[src/design/irans_pkg.sv]
`timescale 1ns / 1ps
// irans_pkg: shared types and constants of the interleaved rans encoder step
// no dependencies

package irans_pkg;

   localparam int unsigned STATE_W   = 32;
   localparam int unsigned FREQ_W    = 16;
   localparam int unsigned CUM_W     = 15;
   localparam int unsigned SYM_W     = 8;
   localparam int unsigned LANE_IN_W = 5;
   localparam int unsigned BITS_W    = 4;
   localparam int unsigned KIND_W    = 2;
   localparam int unsigned TBL_DEPTH = 256;
   localparam int unsigned TBL_W     = FREQ_W + CUM_W;

   localparam logic [STATE_W-1:0] STATE_LOW_BOUND = 32'd65536;
   localparam logic [BITS_W-1:0]  PROB_BITS_RESET = 4'd15;
   localparam int unsigned        EMIT_SHIFT      = 16;

   typedef enum logic [1:0] {
      ACT_WRITE   = 2'd0,
      ACT_ENCODE  = 2'd1,
      ACT_READ    = 2'd2,
      ACT_RESTART = 2'd3
   } action_type;

   typedef enum logic [KIND_W-1:0] {
      KIND_WORD  = 2'd0,
      KIND_STATE = 2'd1,
      KIND_ERROR = 2'd2
   } kind_type;

   typedef struct packed {
      logic               start;
      logic [STATE_W-1:0] dividend;
      logic [FREQ_W-1:0]  divisor;
   } div_req_type;

   typedef struct packed {
      logic               done;
      logic [STATE_W-1:0] quotient;
      logic [FREQ_W-1:0]  remainder;
   } div_rsp_type;

endpackage

[src/design/irans_div.sv]
`timescale 1ns / 1ps
// irans_div: radix-2 restoring divider, 32-bit dividend by 16-bit divisor
// depends on irans_pkg

module irans_div (
   input  logic                   clock,
   input  logic                   reset,
   input  irans_pkg::div_req_type div_req,
   output irans_pkg::div_rsp_type div_rsp
);

   localparam int unsigned CNT_W = $clog2(irans_pkg::STATE_W + 1);

   logic                             run_ff, run_in;
   logic                             done_ff, done_in;
   logic [CNT_W-1:0]                 cnt_ff, cnt_in;
   logic [irans_pkg::STATE_W-1:0]    quo_ff, quo_in;
   logic [irans_pkg::FREQ_W-1:0]     rem_ff, rem_in;
   logic [irans_pkg::FREQ_W-1:0]     den_ff, den_in;
   logic [irans_pkg::FREQ_W:0]       shifted;
   logic [irans_pkg::FREQ_W:0]       diff;
   logic                             ge;

   assign shifted = {rem_ff, quo_ff[irans_pkg::STATE_W-1]};
   assign diff    = shifted - {1'b0, den_ff};
   assign ge      = shifted >= {1'b0, den_ff};

   always_comb begin
      run_in  = run_ff;
      done_in = 1'b0;
      cnt_in  = cnt_ff;
      quo_in  = quo_ff;
      rem_in  = rem_ff;
      den_in  = den_ff;
      if (div_req.start) begin
         run_in = 1'b1;
         cnt_in = '0;
         quo_in = div_req.dividend;
         rem_in = '0;
         den_in = div_req.divisor;
      end else if (run_ff) begin
         // one quotient bit per cycle
         rem_in = ge ? diff[irans_pkg::FREQ_W-1:0] : shifted[irans_pkg::FREQ_W-1:0];
         quo_in = {quo_ff[irans_pkg::STATE_W-2:0], ge};
         cnt_in = cnt_ff + 1'b1;
         if (cnt_ff == CNT_W'(irans_pkg::STATE_W - 1)) begin
            run_in  = 1'b0;
            done_in = 1'b1;
         end
      end
   end

   always_ff @(posedge clock) begin
      if (reset) begin
         run_ff  <= 1'b0;
         done_ff <= 1'b0;
         cnt_ff  <= '0;
      end else begin
         run_ff  <= run_in;
         done_ff <= done_in;
         cnt_ff  <= cnt_in;
      end
      quo_ff <= quo_in;
      rem_ff <= rem_in;
      den_ff <= den_in;
   end

   assign div_rsp.done      = done_ff;
   assign div_rsp.quotient  = quo_ff;
   assign div_rsp.remainder = rem_ff;

endmodule

[config.mk]
export PLATFORM = sky130hd
export DESIGN_NAME = irans_div
export DESIGN_NICKNAME = d
export VERILOG_FILES = /design/src/design/irans_pkg.sv /design/src/design/irans_div.sv
export SDC_FILE = /design/constraint.sdc
export NUM_CORES = 1
export LEC_CHECK = 0
export BUFFER_PORTS_ARGS = -buffer_cell sky130_fd_sc_hd__buf_2
export CORE_UTILIZATION = 34
export DETAILED_ROUTE_END_ITERATION = 8
export GPL_TIMING_DRIVEN = 0
export HOLD_SLACK_MARGIN = 0.06
export PLACE_DENSITY = 0.55
export SLEW_MARGIN = 25
export SYNTH_ARGS = -nofsm -noshare
export SYNTH_HDL_FRONTEND = slang
export SYNTH_SLANG_ARGS = --single-unit
export TNS_END_PERCENT = 20
[constraint.sdc]
create_clock -name clock -period 2.7 [get_ports clock]
set_clock_uncertainty 0.15 [all_clocks]
set_input_delay 0.54 -clock clock [delete_from_list [all_inputs] [get_ports clock]]
set_output_delay 0.54 -clock clock [all_outputs]
set_load 0.01 [all_outputs]
# Word-level counts from Yosys, hierarchy flattened

Index checks and enable logic that the tools add are counted.

Logic and storage cells: 21
Input bits: 51
Register bits after elaboration: 72
Memory bits (writable): 0
Memories: 0
Output and inout port bits: 49
Latch bits: 0
Memory bits (read-only): 0

Eq/ne operators: 1
$mul: 0
Mux-type cells: 7
Add/subtract/negate cells: 2
Reductions and logical operators: 3
Order comparisons: 1
Bitwise logic cells: 1
Div/mod/pow operators: 0
Shift operators: 0

Operators by type and width:

| operator              | count |
|---|---|
| $mux W32              | 2 |
| $ge A17 B16 Y1        | 1 |
| $mux W16              | 1 |
| $sub A16 B16 Y16      | 1 |
| $add A6 B1 Y6 const B | 1 |
| $eq A6 B5 Y1 const B  | 1 |
| $mux W1               | 4 |
| $reduce_or A3 Y1      | 1 |
| $reduce_bool A2 Y1    | 1 |
| $reduce_or A2 Y1      | 1 |
| $not A1 Y1            | 1 |

# Longest topological paths before layout

Gate-level depths: netlist (run 1).

Depth after elaboration: 4
Depth in mapped cells: 10

# Worst setup path after synthesis (run 1)

Ideal clock, no wire load.

Path type: register -> register
Start: register quo_ff[31] (netlist bit)
End: register rem_ff[12] (netlist bit)
Path buffers: 0
Data required time: 2.462 ns
Setup slack: 0.053 ns
Clock period less this slack: 2.647 ns
Arrival time: 2.409 ns
Stages on the path, launching flop included: 10
Cell sequence: edfxtp_1 > inv_1 > ha_1 > fa_1 > nand2b_1 > a211oi_2 > nor4b_1 > or4b_1 > a31o_1 > a311oi_2

Cells in the longest elaborated chain, start to end: 2
Elaborated cells between the ends (all ways): 3
Classes of those cells: add/sub (1); order compare (1); mux (1)

RTL lines:

| item                                               | RTL line                         | RTL |
|---|---|---|
| from (decl)                                        | irans_div.sv:17                  | `logic [irans_pkg::STATE_W-1:0] quo_ff, quo_in;` |
| from (signal assigned)                             | irans_div.sv:63                  | `quo_ff <= quo_in;` |
| $sub A16 B16 Y16 or $ge A17 B16 Y1 (tied branches) | irans_div.sv:25, irans_div.sv:26 |  |
| $mux W16 (*)                                       | irans_div.sv:43                  | `rem_in = ge ? diff[irans_pkg::FREQ_W-1:0] : shifted[irans_pkg::FREQ_W-1:0];` |
| to (signal assigned)                               | irans_div.sv:64                  | `rem_ff <= rem_in;` |
| to (decl)                                          | irans_div.sv:18                  | `logic [irans_pkg::FREQ_W-1:0] rem_ff, rem_in;` |

Every way passes the cells marked *; elsewhere a longest branch is shown, timed or not.
A chain may end at the register's enable or synchronous reset.

# Final worst setup path (run 1)

Start: register den_ff[0] (netlist bit)
End: register rem_ff[12] (netlist bit)

Cells in the longest elaborated chain, start to end: 2
Elaborated cells between the ends (all ways): 3
Classes of those cells: add/sub (1); order compare (1); mux (1)

RTL lines:

| item                                               | RTL line                         | RTL |
|---|---|---|
| from (decl)                                        | irans_div.sv:19                  | `logic [irans_pkg::FREQ_W-1:0] den_ff, den_in;` |
| from (signal assigned)                             | irans_div.sv:65                  | `den_ff <= den_in;` |
| $sub A16 B16 Y16 or $ge A17 B16 Y1 (tied branches) | irans_div.sv:25, irans_div.sv:26 |  |
| $mux W16 (*)                                       | irans_div.sv:43                  |  |

Marked as above.

==> results of run 1 <==
flip-flops by register name (all words and copies together) (netlist names):
name	count
rem_ff	16
quo_ff	32
done_ff	1
run_ff	1
den_ff	16
cnt_ff	6
cells by family (layout without fill, tap and decap cells):
logic type,after synthesis,in the layout,synth area share (%)
buf+inv,36,154,5.04
flops,72,72,50.3
compound gates,70,70,12.7
mux,40,40,11.6
xor+xnor,15,15,3.44
fa+ha+maj,18,18,6.09
simple gates,86,86,10.8
stage by stage:
step | util, % | TNS [ns]
2_1_floorplan | - | 0
3_5_place_dp | 41.3 | -0.106
3_3_place_gp | 41.3 | -5.67
5_1_grt | 43.4 | -0.184
4_1_cts | 43.0 | -0.0374
6_report | 43.4 | -0.0386
area by class of cell:
type | instances | area (sq um) | area share [%]
multi-input cells | 229 | 1750 | 37.1
inverters | 21 | 78.8 | 1.67
clock inverters | 5 | 32.5 | 0.688
plain buffers | 15 | 114 | 2.41
flip-flops and latches | 72 | 1920 | 40.7
clock buffers | 11 | 131 | 2.78
repair buffers | 102 | 518 | 11.0
well taps | 140 | 175 | 3.71
worst max-delay path, delay by kind of cell (launching register included):
kind,cells,cell delay (ns)
AO/OA/AOI/OAI,3,0.71
adder cells (fa/ha/maj),2,0.57
AND/OR/NAND/NOR,3,0.80
flip-flops,1,0.43
power groups by stage:
stage               clock [mW]  combinational (mW)  sequential (mW)
floorplan                    0               0.461             1.40
global route             0.822               0.830             1.37
CTS                      0.780               0.743             1.36
finish                   0.750               0.753             1.36
global placement             0               0.718             1.38
detailed placement           0               0.730             1.38
timing repair:
action / CTS / global route
pin swaps: 1 / 7
hold buffers: 0 / 0
setup buffers: 0 / 3
gates resized for setup: 4 / 4
hold endpoints to repair: 0 / 0
endpoints found under the setup margin: 1 / 2
routing by layer:
layer / part of all wire (%) / vias up
met4: 2.3 / 0
met1: 44 / 1425
met3: 5.3 / 17
met5: 0 / -
met2: 48 / 72
li1: - / 1477
cell usage after synthesis (5+ instances only):
cell,number
xor2_1,6
xnor2_1,9
a211oi_1,9
nand3_1,8
edfxtp_1,48
mux2i_1,7
nand2_1,14
nand2b_1,6
dfxtp_1,24
mux2_1,22
nor2_1,32
inv_1,19
a21oi_1,15
mux2_2,11
nor3_1,7
o21ai_1,5
ha_1,17
o21ai_0,9
how the worst max path moves through the flow:
| stage | startpoint | endpoint | cells past startpoint |
|---|---|---|---|
| floorplan | quo_ff[31] | rem_ff[12] | 9 |
| global placement | div_req[48] | quo_ff[13] | 3 |
| detailed placement | quo_ff[31] | rem_ff[12] | 9 |
| CTS | quo_ff[31] | rem_ff[12] | 9 |
| global route | den_ff[0] | rem_ff[12] | 8 |
| finish | den_ff[0] | rem_ff[12] | 8 |
==> impl_metrics.tcl, run 1 <==
set metrics [dict create \
    grt_busiest_layer "met2" \
    r2r_end "rem_ff[12]" \
    cp-end-kind "flop" \
    reg2reg_depth 8 \
    drv_slew 0 \
    r2r_start "den_ff[0]" \
    cp_cell_sequence "ha_4 -> fa_2 -> nand2b_4 -> a211oi_4 -> nor4b_4 -> or4b_1 -> a31o_1 -> a311oi_2" \
    grt_max_degree 33 \
    met2_usage_pct 26.7 \
    drcViolationCount 0 \
    vias 2991 \
    dieWidth_um 108 \
    root_buffer "clkbuf_8" \
    netlist_area_sq_um 3820 \
    clkLatencyLatePin_ns 0.36 \
    synth_top_area_share_pct 37.7 \
    preCtsSetupSlack_ns -0.106 \
    grt_pass1_wl_um 14500 \
    diodes 0 \
    cts_buffers 9 \
    violations "negative setup slack" \
    postRouteAntennaNets 0 \
    routed_via_density 5.03 \
    finalSetupViolations 1 \
    drt_iter0_drc 95 \
    finalNonFillerCells 595 \
    ys_seq_area_share_pct 50.3 \
    cp.arrival_ns 2.87 \
    ys.flop_type "edfxtp_1" \
    dp_cells 576 \
    use_met3_pct 4.34 \
    tightest_slew_ns 0.761 \
    grt_usage_pct 16.5 \
    fin_ws_ns -0.0386 \
    drt_wl_total_um 9220 \
    drive_gt1_share_pct 33.0 \
    hold_viol_final 0 \
    core_sq_um 10900 \
    hold_depth 1 \
    critPathSlowestCell "or4b_1" \
    rrSetupSlack_ns -0.04 \
    hold_path_end "den_ff[11]" \
    stdcell_area_sq_um 4730 \
    syn_area_per_cell_sq_um 11.3 \
    crit_type "flop to flop" \
    use_met1_pct 20.6 \
    place_area_sq_um 4490 \
    power_switching_share_pct 31.2 \
    min_path_type "primary input to flop" \
    clk_pin_slew_ns 0.08 \
    power_switching_mw 0.893 \
    worst_ep_required_time_ns 2.83 \
    netlist_instances 337 \
    h-tree-depth 3 \
    vdd.ir_drop.worst_v 0.000233 \
    min_from "div_req[11]" \
    dieArea_sq_um 11700 \
    synthToLayoutAreaGrowth_pct 23.7 \
    status "complete, but fails checks" \
    async_reset_ff_share_pct 0 \
    drv_cap 0 \
    min_period_over_period_pct 101 \
    clockBufferDepth 2 \
    fin_nets 519 \
    pwr-share-seq_pct 47.4 \
    cts_tree "built" \
    mostFrequentLayoutCell "buf_2" \
    slew_headroom_pct 49.1 \
    cts_sinks 72 \
    grt_setup_unrepaired "yes" \
    worst_setup_path_start_kind "flop" \
    crit_fanout 3 \
    p_per_area_nw_per_um2 605 \
    power_frac_clock_pct 26.2 \
    fin_hold_ws_ns 0.202 \
    yosysTopAreaCell "edfxtp_1" \
    postSynthNetCount 406 \
    min_period_ns 2.74 \
    routabilityCongestion 0.850 \
    slowest_delay_ns 0.55 \
    p_int_mw 1.96 \
    drt_first_pass_iters 4 \
    total_power_mw 2.86 \
    ios 100 \
    start_util_pct 35.1 \
    p_leak_nw 2.03 \
    layout.cells.most_common_list "102 x buf_2, 48 x edfxtp_1, 32 x nor2_1" \
    drt-wirelength-per-cell_um 15.5 \
    fmax_ghz 0.365 \
    comb_power_share_pct 26.3 \
    synthTopCellsByArea "edfxtp_1 38%, dfxtp_1 13%, mux2_1 6.5%, ha_1 5.6%, mux2_2 3.2%" \
    overflow 0 \
    antenna_found_initial 0 \
    fill_cells 1057 \
    grt_pass1_vias 2922 \
    hpwl_um 6810 \
    synth_edf_count 48 \
    portBuffers 99 \
    synth_seq_cells 72 \
    yosysUniqueCellTypes 57 \
    ys_warn_count 0 \
    die_height_um 108 \
    rows 38 \
]
No activity file was read; power rests on OpenSTA's default activity.
==> run 2, diff against run 1 <==
Settings changed: MAX_ROUTING_LAYER set to met4.
==> run 2 against run 1 <==
  * The run still ends with negative setup slack left
  * Sequential share of layout area did not move
  * Flip-flop and latch count unchanged
  * Setup slack barely moved
  * Fmax barely moved
  * Highest routed layer unchanged
  * Critical path type unchanged
  * Combinational power hardly changed
  * Cell count is the same
  * First-iteration DRC count is 3.2% higher
  * Via count hardly changed
  * Utilization unchanged
==> impl_metrics.tcl, run 2 (synthesis gave the netlist of run 1 again) <==
set metrics [dict create \
    tightest_slew_ns 0.761 \
    min_period_over_period_pct 101 \
    drv_cap 0 \
    overflow 0 \
    cp_cell_sequence "ha_4 -> fa_2 -> nand2b_4 -> a211oi_4 -> nor4b_4 -> or4b_1 -> a31o_1 -> a311oi_2" \
    fill_cells 1057 \
    routabilityCongestion 0.864 \
    hold_viol_final 0 \
    cpLargestDelayFamily "simple AND/OR/NAND/NOR gates" \
    r2r_end "rem_ff[12]" \
    p_per_area_nw_per_um2 605 \
    hold_path_end "den_ff[11]" \
    synthToLayoutAreaGrowth_pct 23.7 \
    cts_buffers 9 \
    dieWidth_um 108 \
    routed_via_density 5.03 \
    dieArea_sq_um 11700 \
    violations "negative setup slack" \
    cts_sinks 72 \
    diodes 0 \
    fmax_ghz 0.365 \
    postRouteAntennaNets 0 \
    drt_wl_total_um 9220 \
    finalSetupViolations 1 \
    mostFrequentLayoutCell "buf_2" \
    slowest_delay_ns 0.55 \
    grt_pass1_vias 2922 \
    vias 2993 \
    grt_setup_unrepaired "yes" \
    die_height_um 108 \
    clockBufferDepth 2 \
    status "complete, but fails checks" \
    hold_depth 1 \
    cp-end-kind "flop" \
    drcViolationCount 0 \
    rrSetupSlack_ns -0.04 \
    min_path_type "primary input to flop" \
    crit_type "flop to flop" \
    cts_tree "built" \
    hpwl_um 6810 \
    layout.cells.most_common_list "102 x buf_2, 48 x edfxtp_1, 32 x nor2_1" \
    p_leak_nw 2.03 \
    critPathBufInv 0 \
    h-tree-depth 3 \
    core_sq_um 10900 \
    crit_fanout 3 \
    drt_first_pass_iters 4 \
    clk_pin_slew_ns 0.08 \
    reg2reg_depth 8 \
    worst_setup_path_start_kind "flop" \
    antenna_found_initial 0 \
    fin_nets 519 \
    clkLatencyLatePin_ns 0.36 \
    cp.arrival_ns 2.87 \
    grt_pass1_wl_um 14500 \
    drt_iter0_drc 98 \
    fin_ws_ns -0.0386 \
    top_regs "quo_ff (32), den_ff (16), rem_ff (16)" \
    grt_usage_pct 17.0 \
    slew_headroom_pct 49.1 \
    preCtsSetupSlack_ns -0.106 \
    grt_max_degree 33 \
    root_buffer "clkbuf_8" \
    cts_hold_buf 0 \
    vdd.ir_drop.worst_v 0.000233 \
    critPathSlowestCell "or4b_1" \
    min_from "div_req[11]" \
    drive_gt1_share_pct 33.0 \
    final_util_pct 43.4 \
    ios 100 \
    rows 38 \
    portBuffers 99 \
    regMostFlops "quo_ff" \
    drt-wirelength-per-cell_um 15.5 \
    min_period_ns 2.74 \
    drv_slew 0 \
    r2r_start "den_ff[0]" \
    largest_register_ffs 32 \
    worst_ep_required_time_ns 2.83 \
    start_util_pct 35.1 \
]
-- run 2: cell counts in the layout (fill, tap and decap cells not counted) --
No cell type changed its count.
-- run 2: repair_timing --
item / in CTS / in global routing
setup endpoints to repair: 1 / 2
hold endpoints to repair: 0 / 0
setup buffers: 0 / 3
pin swaps: 1 / 7
gates resized for setup: 4 / 4
-- run 2: through the flow --
stage          setup TNS (ns)  hold slack, ns  instances  total power, mW  cell area, sq um
6_report              -0.0386           0.202        595             2.86              4730
5_1_grt                -0.184           0.188        595             3.02              4730
4_1_cts               -0.0374           0.183        592             2.88              4680
3_5_place_dp           -0.106           0.344        576             2.11              4490
3_3_place_gp            -5.67           0.323        576             2.09              4490
2_1_floorplan               0           0.304        337             1.87              3820
-- run 2: power breakdown --
group | internal [mW] | switching, mW
clock | 0.334 | 0.416
sequential | 1.29 | 0.0630
combinational | 0.338 | 0.415
total | 1.96 | 0.894
-- run 2: final cells by class --
type	count	area, sq um	area share (%)
well taps	140	175	3.71
clock inverters	5	32.5	0.688
plain buffers	15	114	2.41
multi-input cells	229	1750	37.1
flip-flops and latches	72	1920	40.7
clock buffers	11	131	2.78
repair buffers	102	518	11.0
inverters	21	78.8	1.67
-- run 2: per-layer routing --
| layer | up-vias | wire (um) | GRT usage [%] |
|---|---|---|---|
| li1 | 1477 | - | - |
| met1 | 1427 | 4140 | 20.9 |
| met2 | 72 | 4430 | 26.7 |
| met3 | 17 | 428 | 3.98 |
| met4 | 0 | 219 | 7.24 |
| met5 | - | 0 | - |
-- run 2: worst max path at each step --
| stage | startpoint | end | slack (ns) | cells after the start |
|---|---|---|---|---|
| detailed placement | quo_ff[31] | rem_ff[12] | -0.11 | 9 |
| floorplan | quo_ff[31] | rem_ff[12] | 0.05 | 9 |
| global placement | div_req[48] | quo_ff[13] | -0.18 | 3 |
| CTS | quo_ff[31] | rem_ff[12] | -0.04 | 9 |
| global route | den_ff[0] | rem_ff[12] | -0.12 | 8 |
| finish | den_ff[0] | rem_ff[12] | -0.04 | 8 |
-- run 2: worst register-to-register path, delay by kind of cell (launching register included) --
family	cells	cell delay, ns
AOI/OAI and AO/OA	3	0.71
DFF	1	0.43
and+or+nand+nor	3	0.80
adders and majority gates	2	0.58
